**src/rtl/spi_mse_pkg.sv**
```systemverilog
package spi_mse_pkg;

  // Transfer phase, one-hot
  typedef enum logic [3:0] {
    PH_IDLE   = 4'b0001,
    PH_ADDR   = 4'b0010,
    PH_DATA   = 4'b0100,
    PH_FINISH = 4'b1000
  } phase_t;

  // Item actions
  localparam logic ACT_LOAD = 1'b0;
  localparam logic ACT_TICK = 1'b1;

  // Transfer kinds
  localparam logic [1:0] KIND_BYTE_READ  = 2'd0;
  localparam logic [1:0] KIND_BYTE_WRITE = 2'd1;
  localparam logic [1:0] KIND_WORD_READ  = 2'd2;
  localparam logic [1:0] KIND_WORD_WRITE = 2'd3;

  // Last bit index of a byte and of a word
  localparam logic [3:0] LAST_BIT_BYTE = 4'd7;
  localparam logic [3:0] LAST_BIT_WORD = 4'd15;

  // Length reported for word transfers
  localparam logic [3:0] WORD_LENGTH = 4'd2;

  typedef struct packed {
    logic        action;
    logic [1:0]  kind;
    logic [31:0] address;
    logic [2:0]  address_bytes;
    logic [63:0] write_data;
    logic [3:0]  data_count;
    logic        miso_level;
  } item_t;

  typedef struct packed {
    logic        sck_level;
    logic        cs_level;
    logic        mosi_level;
    logic        busy;
    logic        read_valid;
    logic [15:0] read_value;
    logic        read_last;
    logic        done;
    logic [3:0]  transfer_length;
  } res_t;

endpackage

```
**src/rtl/spi_mse_core.sv**
```systemverilog
module spi_mse_core #(
  parameter int MAX_ADDR_BYTES = 4,
  parameter int MAX_DATA_BYTES = 8
) (
  input  logic                clk,
  input  logic                rst_n,
  input  logic                fire,
  input  spi_mse_pkg::item_t  item,
  output spi_mse_pkg::res_t   res
);

  localparam logic [3:0] ADDR_LIMIT = 4'(MAX_ADDR_BYTES);
  localparam logic [3:0] DATA_LIMIT = 4'(MAX_DATA_BYTES);

  spi_mse_pkg::phase_t phase_r, phase_nxt;
  logic [1:0]  mode_r, mode_nxt;
  logic [3:0]  bit_index_r, bit_index_nxt;
  logic [3:0]  byte_index_r, byte_index_nxt;
  logic        half_flag_r, half_flag_nxt;
  logic [31:0] addr_shift_r, addr_shift_nxt;
  logic [63:0] data_shift_r, data_shift_nxt;
  logic [15:0] rx_accum_r, rx_accum_nxt;
  logic [3:0]  addr_units_r, addr_units_nxt;
  logic [3:0]  data_units_r, data_units_nxt;
  logic        pin_sck_r, pin_sck_nxt;
  logic        pin_cs_r, pin_cs_nxt;
  logic        pin_mosi_r, pin_mosi_nxt;

  logic [3:0]  last_idx;
  logic [3:0]  units_sel;
  logic [3:0]  unit_off;
  logic [6:0]  tx_pos;
  logic        tx_bit;
  logic        sending;
  logic        sample;
  logic [15:0] rx_new;
  logic [3:0]  byte_inc;
  logic [3:0]  abytes_ext;
  logic [3:0]  a_sat;
  logic [3:0]  d_sat;

  // Bit position of the outgoing bit within the address or data word
  always_comb begin
    last_idx  = mode_r[1] ? spi_mse_pkg::LAST_BIT_WORD : spi_mse_pkg::LAST_BIT_BYTE;
    units_sel = (phase_r == spi_mse_pkg::PH_ADDR) ? addr_units_r : data_units_r;
    unit_off  = units_sel - 4'd1 - byte_index_r;
    if (mode_r[1]) begin
      tx_pos = {3'b000, spi_mse_pkg::LAST_BIT_WORD - bit_index_r};
    end else begin
      tx_pos = {unit_off, 3'b000} + {3'b000, spi_mse_pkg::LAST_BIT_BYTE - bit_index_r};
    end
    if (phase_r == spi_mse_pkg::PH_ADDR) begin
      tx_bit = (tx_pos < 7'd32) ? addr_shift_r[tx_pos[4:0]] : 1'b0;
    end else begin
      tx_bit = (tx_pos < 7'd64) ? data_shift_r[tx_pos[5:0]] : 1'b0;
    end
    sending  = (phase_r == spi_mse_pkg::PH_ADDR) || mode_r[0];
    rx_new   = {((bit_index_r == 4'd0) ? 15'd0 : rx_accum_r[14:0]), item.miso_level};
    byte_inc = byte_index_r + 4'd1;
    abytes_ext = {1'b0, item.address_bytes};
    a_sat    = (abytes_ext > ADDR_LIMIT) ? ADDR_LIMIT : abytes_ext;
    d_sat    = (item.data_count > DATA_LIMIT) ? DATA_LIMIT : item.data_count;
  end

  // Next state and result for one item
  always_comb begin
    phase_nxt      = phase_r;
    mode_nxt       = mode_r;
    bit_index_nxt  = bit_index_r;
    byte_index_nxt = byte_index_r;
    half_flag_nxt  = half_flag_r;
    addr_shift_nxt = addr_shift_r;
    data_shift_nxt = data_shift_r;
    rx_accum_nxt   = rx_accum_r;
    addr_units_nxt = addr_units_r;
    data_units_nxt = data_units_r;
    pin_sck_nxt    = pin_sck_r;
    pin_cs_nxt     = pin_cs_r;
    pin_mosi_nxt   = pin_mosi_r;
    sample         = 1'b0;
    res            = '0;

    if (item.action == spi_mse_pkg::ACT_LOAD) begin
      // Start a transfer; ignored while one is in progress
      if (phase_r == spi_mse_pkg::PH_IDLE) begin
        mode_nxt       = item.kind;
        addr_shift_nxt = item.address;
        data_shift_nxt = item.write_data;
        if (item.kind[1]) begin
          addr_units_nxt = 4'd1;
          data_units_nxt = 4'd1;
        end else begin
          addr_units_nxt = a_sat;
          data_units_nxt = d_sat;
        end
        bit_index_nxt  = 4'd0;
        byte_index_nxt = 4'd0;
        half_flag_nxt  = 1'b0;
        rx_accum_nxt   = 16'd0;
        if (addr_units_nxt != 4'd0) begin
          phase_nxt = spi_mse_pkg::PH_ADDR;
        end else if (data_units_nxt != 4'd0) begin
          phase_nxt = spi_mse_pkg::PH_DATA;
        end else begin
          phase_nxt = spi_mse_pkg::PH_FINISH;
        end
        pin_cs_nxt  = 1'b0;
        pin_sck_nxt = (item.kind == spi_mse_pkg::KIND_BYTE_READ);
      end
    end else if (phase_r == spi_mse_pkg::PH_FINISH) begin
      // Closing tick: deselect and park the clock high
      pin_cs_nxt  = 1'b1;
      pin_sck_nxt = 1'b1;
      phase_nxt   = spi_mse_pkg::PH_IDLE;
      res.done    = 1'b1;
      res.transfer_length = mode_r[1] ? spi_mse_pkg::WORD_LENGTH : data_units_r;
    end else if (phase_r != spi_mse_pkg::PH_IDLE) begin
      // Clock half-period
      if (!half_flag_r) begin
        if (sending) begin
          pin_mosi_nxt = tx_bit;
        end else if (mode_r == spi_mse_pkg::KIND_WORD_READ) begin
          pin_mosi_nxt = 1'b0;
        end
        if (mode_r == spi_mse_pkg::KIND_BYTE_READ) begin
          pin_sck_nxt = 1'b0;
        end else begin
          pin_sck_nxt = 1'b1;
          sample      = !sending;
        end
        half_flag_nxt = 1'b1;
      end else begin
        if (mode_r == spi_mse_pkg::KIND_BYTE_READ) begin
          pin_sck_nxt = 1'b1;
          sample      = !sending;
        end else begin
          pin_sck_nxt = 1'b0;
        end
        half_flag_nxt = 1'b0;
      end

      // Receive shift
      if (sample) begin
        rx_accum_nxt = rx_new;
        if (bit_index_r == last_idx) begin
          res.read_valid = 1'b1;
          res.read_value = rx_new;
          res.read_last  = (byte_index_r == data_units_r - 4'd1);
        end
      end

      // Bit and byte counters advance at the end of each bit
      if (half_flag_r) begin
        if (bit_index_r == last_idx) begin
          bit_index_nxt = 4'd0;
          if (phase_r == spi_mse_pkg::PH_ADDR && byte_inc >= addr_units_r) begin
            byte_index_nxt = 4'd0;
            if (data_units_r != 4'd0) begin
              phase_nxt = spi_mse_pkg::PH_DATA;
            end else begin
              phase_nxt = spi_mse_pkg::PH_FINISH;
            end
          end else if (phase_r == spi_mse_pkg::PH_DATA && byte_inc >= data_units_r) begin
            byte_index_nxt = 4'd0;
            phase_nxt      = spi_mse_pkg::PH_FINISH;
          end else begin
            byte_index_nxt = byte_inc;
          end
        end else begin
          bit_index_nxt = bit_index_r + 4'd1;
        end
      end
    end

    res.sck_level  = pin_sck_nxt;
    res.cs_level   = pin_cs_nxt;
    res.mosi_level = pin_mosi_nxt;
    res.busy       = (phase_nxt != spi_mse_pkg::PH_IDLE);
  end

  // State registers
  always_ff @(posedge clk) begin
    if (!rst_n) begin
      phase_r      <= spi_mse_pkg::PH_IDLE;
      mode_r       <= 2'd0;
      bit_index_r  <= 4'd0;
      byte_index_r <= 4'd0;
      half_flag_r  <= 1'b0;
      addr_shift_r <= 32'd0;
      data_shift_r <= 64'd0;
      rx_accum_r   <= 16'd0;
      addr_units_r <= 4'd0;
      data_units_r <= 4'd0;
      pin_sck_r    <= 1'b1;
      pin_cs_r     <= 1'b1;
      pin_mosi_r   <= 1'b0;
    end else if (fire) begin
      phase_r      <= phase_nxt;
      mode_r       <= mode_nxt;
      bit_index_r  <= bit_index_nxt;
      byte_index_r <= byte_index_nxt;
      half_flag_r  <= half_flag_nxt;
      addr_shift_r <= addr_shift_nxt;
      data_shift_r <= data_shift_nxt;
      rx_accum_r   <= rx_accum_nxt;
      addr_units_r <= addr_units_nxt;
      data_units_r <= data_units_nxt;
      pin_sck_r    <= pin_sck_nxt;
      pin_cs_r     <= pin_cs_nxt;
      pin_mosi_r   <= pin_mosi_nxt;
    end
  end

  // Chip select is high exactly when no transfer is open
  a_cs_idle: assert property (@(posedge clk) disable iff (!rst_n)
    (phase_r == spi_mse_pkg::PH_IDLE) |-> pin_cs_r)
    else $error("chip select low while idle");

  a_cs_busy: assert property (@(posedge clk) disable iff (!rst_n)
    (phase_r != spi_mse_pkg::PH_IDLE) |-> !pin_cs_r)
    else $error("chip select high during transfer");

  // Mid-bit only inside a shifting phase
  a_half_phase: assert property (@(posedge clk) disable iff (!rst_n)
    half_flag_r |-> (phase_r == spi_mse_pkg::PH_ADDR || phase_r == spi_mse_pkg::PH_DATA))
    else $error("half period outside shift phase");

  // Byte modes never count past bit seven
  a_bit_range: assert property (@(posedge clk) disable iff (!rst_n)
    !mode_r[1] |-> (bit_index_r <= spi_mse_pkg::LAST_BIT_BYTE))
    else $error("bit index out of byte range");

  // Closing tick always leaves the pins deselected with the clock high
  a_done_pins: assert property (@(posedge clk) disable iff (!rst_n)
    (fire && res.done) |=> (pin_cs_r && pin_sck_r && phase_r == spi_mse_pkg::PH_IDLE))
    else $error("transfer end left pins wrong");

endmodule

```
**src/rtl/spi_master_shift_engine_unit.sv**
```systemverilog
// Channel | Direction | Handshake            | Payload
// in_     | input     | in_valid / in_stall  | action, kind, address, address_bytes,
//         |           |                      | write_data, data_count, miso_level
// out_    | output    | out_valid / out_stall| pin levels, busy, read value/flags,
//         |           |                      | done, transfer_length
//
// One transaction in gives one transaction out, through the input and result registers.
// Throughput is one transaction per cycle when unstalled; the engine state updates in the cycle
// the input register hands its transaction to the result register.
// Synchronous active-low reset: pins idle with sck high, cs high, mosi low.
// A stall on out_ holds the result register and backs up into in_stall in the
// same cycle; a result waiting there does not keep in_ from filling its register.
module spi_master_shift_engine_unit #(
  parameter int MAX_ADDR_BYTES = 4,
  parameter int MAX_DATA_BYTES = 8
) (
  input  logic        clk,
  input  logic        rst_n,

  input  logic        in_valid,
  output logic        in_stall,
  input  logic        in_action,
  input  logic [1:0]  in_kind,
  input  logic [31:0] in_address,
  input  logic [2:0]  in_address_bytes,
  input  logic [63:0] in_write_data,
  input  logic [3:0]  in_data_count,
  input  logic        in_miso_level,

  output logic        out_valid,
  input  logic        out_stall,
  output logic        out_sck_level,
  output logic        out_cs_level,
  output logic        out_mosi_level,
  output logic        out_busy_res,
  output logic        out_read_valid,
  output logic [15:0] out_read_value,
  output logic        out_read_last,
  output logic        out_done_res,
  output logic [3:0]  out_transfer_length
);

  logic               in_valid_r;
  spi_mse_pkg::item_t in_item_r;
  logic               out_valid_r;
  spi_mse_pkg::res_t  out_res_r;
  spi_mse_pkg::res_t  step_res;
  logic               advance;
  logic               fire;

  // Result register frees up when empty or drained this cycle
  assign advance  = !out_valid_r || !out_stall;
  assign fire     = in_valid_r && advance;
  assign in_stall = in_valid_r && !advance;

  // Input register
  always_ff @(posedge clk) begin
    if (!rst_n) begin
      in_valid_r <= 1'b0;
    end else if (!in_stall) begin
      in_valid_r <= in_valid;
    end
  end

  always_ff @(posedge clk) begin
    if (in_valid && !in_stall) begin
      in_item_r.action        <= in_action;
      in_item_r.kind          <= in_kind;
      in_item_r.address       <= in_address;
      in_item_r.address_bytes <= in_address_bytes;
      in_item_r.write_data    <= in_write_data;
      in_item_r.data_count    <= in_data_count;
      in_item_r.miso_level    <= in_miso_level;
    end
  end

  // Engine state and step logic
  spi_mse_core #(
    .MAX_ADDR_BYTES (MAX_ADDR_BYTES),
    .MAX_DATA_BYTES (MAX_DATA_BYTES)
  ) u_core (
    .clk   (clk),
    .rst_n (rst_n),
    .fire  (fire),
    .item  (in_item_r),
    .res   (step_res)
  );

  // Result register
  always_ff @(posedge clk) begin
    if (!rst_n) begin
      out_valid_r <= 1'b0;
    end else if (advance) begin
      out_valid_r <= in_valid_r;
    end
  end

  always_ff @(posedge clk) begin
    if (fire) begin
      out_res_r <= step_res;
    end
  end

  assign out_valid           = out_valid_r;
  assign out_sck_level       = out_res_r.sck_level;
  assign out_cs_level        = out_res_r.cs_level;
  assign out_mosi_level      = out_res_r.mosi_level;
  assign out_busy_res        = out_res_r.busy;
  assign out_read_valid      = out_res_r.read_valid;
  assign out_read_value      = out_res_r.read_value;
  assign out_read_last       = out_res_r.read_last;
  assign out_done_res        = out_res_r.done;
  assign out_transfer_length = out_res_r.transfer_length;

endmodule
```
**config.mk**
```make
export PLATFORM = sky130hd
export DESIGN_NAME = spi_master_shift_engine_unit
export DESIGN_NICKNAME = d
export VERILOG_FILES = /design/src/rtl/spi_mse_pkg.sv /design/src/rtl/spi_mse_core.sv /design/src/rtl/spi_master_shift_engine_unit.sv
export SDC_FILE = /design/constraint.sdc
export NUM_CORES = 1
export LEC_CHECK = 0
export BUFFER_PORTS_ARGS = -buffer_cell sky130_fd_sc_hd__clkbuf_2
export CAP_MARGIN = 30
export CORE_MARGIN = 3
export CORE_UTILIZATION = 55
export DETAILED_ROUTE_END_ITERATION = 7
export GPL_ROUTABILITY_DRIVEN = 0
export GPL_TIMING_DRIVEN = 0
export PLACE_DENSITY = 0.76
export SLEW_MARGIN = 25
export SYNTH_ARGS = -nofsm -noshare
export SYNTH_HDL_FRONTEND = slang
export SYNTH_SLANG_ARGS = --single-unit
```
**constraint.sdc**
```tcl
create_clock -name clk -period 8 [get_ports clk]
set_input_delay 1.2 -clock clk [delete_from_list [all_inputs] [get_ports clk]]
set_output_delay 1.2 -clock clk [all_outputs]
set_load 0.05 [all_outputs]
```
==> flow_summary_export.csv, run 1 <==
group,metric,value,unit
clock_network,clock_sinks,272,
placed_design,place_ws,3510,ps
synth,synth_edf_count,134,
die,die_area,0.0223,mm²
die,fp.dieH,149,µm
setup_path,cp_cell_sequence,"buf_4 > nor4b_4 > clkbuf_1 > o21ai_0 > ha_1 > fa_1 > ha_1 > or2b_1 > buf_6 > mux2_2 > nor4b_1 > a2111oi_1 > a2bb2oi_2 > o41ai_2",
sta,fin_skew,14.9,ps
setup_path,start_kind,"register",
sta,fin_tns_setup,0,ps
final_layout,syn_to_final_growth,18.6,%
sta,rsz0062_at_grt,"false",
synth,synthDistinctLibCells,71,
detailed_routing,postRouteAntennaNets,0,
clock_network,holdBufCountCts,0,
placed_design,dp_cells,1381,
synth,syn_nets,1102,
setup_path,required,8300,ps
setup_path,cp-end-kind,"register",
clock_network,clock_latency,540,ps
global_routing,overflow,0,
setup_path,worstPathMaxFanout,10,
setup_path,crit_family,"compound AO/OA/AOI/OAI gates",
status,status,"completed",
final_layout,drive_above_1_share,20.6,%
clock_network,clkTransAtPathRegs,60,ps
synth,async_flop_share,0,%
synth,yosys-top-cells-area,"edfxtp_1 (36%), dfxtp_1 (24%), nand2_1 (8.0%)",
synth,ys_warn_count,0,
die,die_width,149,µm
final_layout,final_cell_mix,"nand2_1 (242), dfxtp_1 (138), clkbuf_2 (138), edfxtp_1 (134), a21boi_0 (99)",
die,core_area,0.0198,mm²
final_layout,diodes,0,
job,maxCapViolCount,0,
global_routing,grt_pass1_wl,37.4,mm
placed_design,io_buffer_count,138,
final_layout,nNetsFinal,1275,
final_layout,utilization,67.7,%
clock_network,cts_tree,"yes",
placed_design,hpwlAfterDp,16.6,mm
synth,yosys.area.top_type,"edfxtp_1",
detailed_routing,wl_per_cell,16.4,µm
die,io_pins,140,
synth,ys_seq_elements,272,
synth,syn_area,0.0113,mm²
sta,fin_crit_sh,57.1,%
clock_network,postCtsSetupBuffers,0,
synth,synth_ff_type,"dfxtp_1",
sta,drv_slew,0,
setup_path,cp_slowest_cell,"fa_1",
sta,worst_slack,3430,ps
clock_network,ctsResizeCount,0,
final_layout,finalNonFillerCells,1430,
sta,max_freq,219,MHz
detailed_routing,vias,7636,
sta,worst_hold_slack,452,ps
setup_path,arrival,4870,ps
sta,max_slew_margin,54.1,%
detailed_routing,drcViolationCount,0,
pwr,peakVddDrop,0.174,mV
setup_path,critPathMaxStageDelay,500,ps
detailed_routing,dr.pass1.iters,5,
clock_network,cts.htree.levels,1,
global_routing,grt_usage,20.9,%
placed_design,postPlaceCellArea,0.0125,mm²
synth,syn_area_per_cell,11.7,µm²
sta,setup_violations,0,
detailed_routing,wirelength,23.4,mm
pwr,power-per-cell-area,230,mW/mm²
synth,syn_inst,972,
sta,worst_slew_pin_slew,685,ps
die,start_util,57.1,%
final_layout,nFillCells,1493,
global_routing,grt_max_degree,28,
sta,min_period,4570,ps
clock_network,cts_root_buf,"clkbuf_16",
final_layout,final_common_cell,"nand2_1",
clock_network,cts_buffers,27,
detailed_routing,vias_per_cell,5.34,
global_routing,grt_pass1_vias,7504,
detailed_routing,first_iter_violations,388,
pwr,total_power,3.09,mW
worst_hold_path,worstHoldPathType,"register to register",
die,placementRows,51,
global_routing,grt_antenna_before_repair,0,
setup_path,cpMostUsedCell,"ha_1",
setup_path,worstSetupPathType,"register to register",
synth,synth_top_area_share,35.5,%
sta,hold_viol,0,
pwr,leakage,5.01,nW
clock_network,cts_max_path_buffers,3,
synth,ys_seq_area_share,59.9,%
final_layout,fin_area,0.0134,mm²
setup_path,cp_num_buf_inv,3,
## cell families after synthesis
| kind of cell | synth area share [%] |
|---|---|
| adder cells (fa/ha/maj) | 2.17 |
| XOR/XNOR | 0.994 |
| AO/OA/AOI/OAI | 12.0 |
| flip-flops | 59.9 |
| buffers and inverters | 3.66 |
| multiplexers | 6.32 |
| AND/OR/NAND/NOR | 14.9 |
## synthesized netlist by cell type, drive strengths merged (4+ instances only)
library cell,n
nand4,4
nor2b,10
clkbuf,33
or3,4
xor2,4
and2,19
xnor2,8
nor2,22
dfxtp,138
edfxtp,134
a21boi,125
nand2,242
a21oi,6
ha,18
o21ai,11
mux2i,7
nand2b,5
nor3,19
inv,19
mux4,24
nand3,33
a21o,5
buf,26
## where the power goes
group	total, mW	switching [mW]	internal [mW]
Combinational	0.216	0.130	0.0857
Sequential	1.55	0.0251	1.52
Clock	1.32	0.518	0.802
## sequential cells by signal (all words and copies together), names as in the netlist, 2 cells and up
register,count
out_read_value,16
u_core.byte_index_r,4
u_core.rx_accum_r,15
u_core.addr_units_r,3
u_core.data_units_r,4
in_item_r,107
u_core.addr_shift_r,32
out_transfer_length,4
u_core.bit_index_r,4
u_core.phase_r,4
u_core.mode_r,2
u_core.data_shift_r,64
## worst register-to-register path, cell delays in order, from the launching register on
cell	delay (ps)
dfxtp_1	290
buf_4	150
nor4b_4	470
clkbuf_1	380
o21ai_0	210
ha_1	270
fa_1	500
ha_1	320
or2b_1	240
buf_6	150
mux2_2	250
nor4b_1	50
a2111oi_1	450
a2bb2oi_2	140
o41ai_2	460
## final timing paths
check                           from                       to  slack (ps)  cells after the start
max                u_core.phase_r[0]           out_mosi_level        3430                     14
min          u_core.addr_shift_r[14]  u_core.addr_shift_r[14]         450                      2
min reg2reg  u_core.addr_shift_r[14]  u_core.addr_shift_r[14]         450                      2
max reg2reg        u_core.phase_r[0]           out_mosi_level        3430                     14
## routing by layer
layer | global-route usage, % | wire, µm
met1 | 28.4 | 10400
met5 | 0 | 0
met3 | 2.88 | 1320
met4 | 6.18 | 565
met2 | 35.2 | 11200
## cell type report
class | instances | area, µm² | area share, %
sequential | 272 | 6790 | 50.5
multi-input combinational | 621 | 4130 | 30.8
timing repair buffer | 144 | 817 | 6.09
clock buffer | 32 | 714 | 5.32
buffer | 59 | 339 | 2.53
tap | 265 | 332 | 2.47
clock inverter | 17 | 230 | 1.71
inverter | 20 | 75.1 | 0.559
No activity file was read; power rests on OpenSTA's default activity.
==> run 2, diff against run 1 <==
- clock period: 8 -> 4.6 ns (I/O delays scaled with it)
==> run 2 against run 1 <==
Compared with the run above: sequential power rose by 74%; flip-flop and latch count did not move; non-clock buffer count rose by 2; register-to-register slack got worse by 3100 ps; clock-buffer cell count rose by 8; critical path type unchanged; highest routed layer unchanged.
==> flow_summary_export.csv, run 2 (synthesis gave the netlist of run 1 again) <==
group,metric,value,unit
status,status,"completed",
sta,fin_tns_setup,0,ps
placed_design,hpwlAfterDp,16.7,mm
die,core_area,0.0198,mm²
final_layout,final_cell_mix,"nand2_1 (242), clkbuf_2 (139), dfxtp_1 (138), edfxtp_1 (134), a21boi_0 (99)",
pwr,peakVddDrop,0.340,mV
clock_network,cts_buffers,28,
final_layout,final_common_cell,"nand2_1",
setup_path,worstSetupPathType,"register to register",
pwr,leakage,5.05,nW
final_layout,max_flop_register,"in_item_r",
sta,setup_violations,0,
detailed_routing,drcViolationCount,0,
sta,worst_slew_pin_slew,681,ps
detailed_routing,vias,7658,
placed_design,place_ws,155,ps
job,maxCapViolCount,0,
global_routing,grt_usage,21.2,%
sta,min_period,4260,ps
sta,rsz0062_at_grt,"false",
sta,fin_crit_sh,92.6,%
clock_network,clock_latency,550,ps
die,die_area,0.0223,mm²
detailed_routing,vias_per_cell,5.34,
final_layout,nFillCells,1471,
die,start_util,57.1,%
die,io_pins,140,
global_routing,overflow,0,
detailed_routing,dr.pass1.iters,5,
die,die_width,149,µm
clock_network,cts_max_path_buffers,3,
sta,max_slew_margin,54.6,%
detailed_routing,wl_met3,1.30,mm
global_routing,grt_pass1_vias,7544,
die,placementRows,51,
sta,drv_slew,0,
detailed_routing,wl_per_cell,16.4,µm
final_layout,largest_reg_flops,107,
clock_network,holdBufCountCts,0,
setup_path,cp-end-kind,"register",
setup_path,arrival,4570,ps
clock_network,cts_tree,"yes",
global_routing,grt_antenna_before_repair,0,
clock_network,cts_root_buf,"clkbuf_16",
clock_network,clock_sinks,272,
sta,hold_viol,0,
die,fp.dieH,149,µm
final_layout,drive_above_1_share,21.3,%
detailed_routing,wl_met2,11.1,mm
final_layout,nNetsFinal,1278,
placed_design,io_buffer_count,138,
worst_hold_path,worstHoldPathType,"input port to register",
sta,fin_skew,20.5,ps
global_routing,grt_pass1_wl,37.9,mm
detailed_routing,first_iter_violations,428,
placed_design,postPlaceCellArea,0.0125,mm²
final_layout,syn_to_final_growth,19.0,%
setup_path,start_kind,"register",
clock_network,cts.htree.levels,1,
detailed_routing,postRouteAntennaNets,0,
sta,max_freq,235,MHz
sta,worst_hold_slack,313,ps
pwr,power-per-cell-area,403,mW/mm²
final_layout,fin_area,0.0135,mm²
placed_design,dp_cells,1381,
final_layout,diodes,0,
global_routing,grt_max_degree,27,
sta,worst_slack,339,ps
setup_path,worstPathMaxFanout,10,
detailed_routing,drt-met1-wl,10.4,mm
clock_network,clkTransAtPathRegs,60,ps
detailed_routing,highest_layer,"met4",
final_layout,finalNonFillerCells,1435,
final_layout,top_regs,"in_item_r (107), u_core.data_shift_r (64), u_core.addr_shift_r (32)",
detailed_routing,wirelength,23.6,mm
setup_path,required,4910,ps
run 2: report_power, final:
| part | switching (mW) | leakage, nW | internal [mW] |
|---|---|---|---|
| Clock | 0.927 | 0.492 | 1.43 |
| Combinational | 0.226 | 2.15 | 0.149 |
| Sequential | 0.0438 | 2.41 | 2.65 |
| Total | 1.20 | 5.05 | 4.23 |
run 2: area by class of cell:
cell class              instances  area (µm²)  area share [%]
clock inverters                12         155            1.15
flip-flops and latches        272        6790            50.4
clock buffers                  40         831            6.16
well taps                     265         332            2.46
multi-input cells             621        4130            30.7
repair buffers                146         827            6.14
inverters                      20        75.1           0.557
plain buffers                  59         340            2.53
run 2: critical path: stages, from the launching register on:
cell and delay (ps):
dfxtp_1 300, buf_6 130, nor4b_4 380, clkbuf_2 290
o21ai_0 150, ha_1 260, fa_1 500, ha_1 320
or2b_1 240, buf_6 150, mux2_2 230, nor4b_1 50
a2111oi_1 470, a2bb2oi_2 130, o41ai_2 430
run 2: path summary, 6_finish.rpt:
kind / start / endpoint / slack [ps] / cells past startpoint
setup / recovery: u_core.phase_r[3] / out_mosi_level / 340 / 14
setup reg to reg: u_core.phase_r[3] / out_mosi_level / 340 / 14
hold / removal: in_write_data[50] / in_item_r[55] / 310 / 1
hold reg to reg: u_core.data_shift_r[60] / u_core.data_shift_r[60] / 460 / 2
run 2: per-layer routing:
layer | vias up | GRT usage (%)
met3 | 55 | 3.18
li1 | 3811 | -
met4 | 0 | 7.19
met1 | 3558 | 29.0
met2 | 234 | 35.0
met5 | - | 0
run 2: what timing repair did:
action / CTS / global route
resized for setup: 0 / 2
endpoints found under the setup margin: 0 / 1
setup buffers: 0 / 2
run 2: metrics by stage:
| step | util (%) | total power [mW] |
|---|---|---|
| CTS | 67.8 | 5.47 |
| finish | 67.9 | 5.43 |
| detailed placement | 62.9 | 3.12 |
| global placement | 62.2 | 3.10 |
| floorplan | - | 2.98 |
| global route | 67.9 | 5.62 |
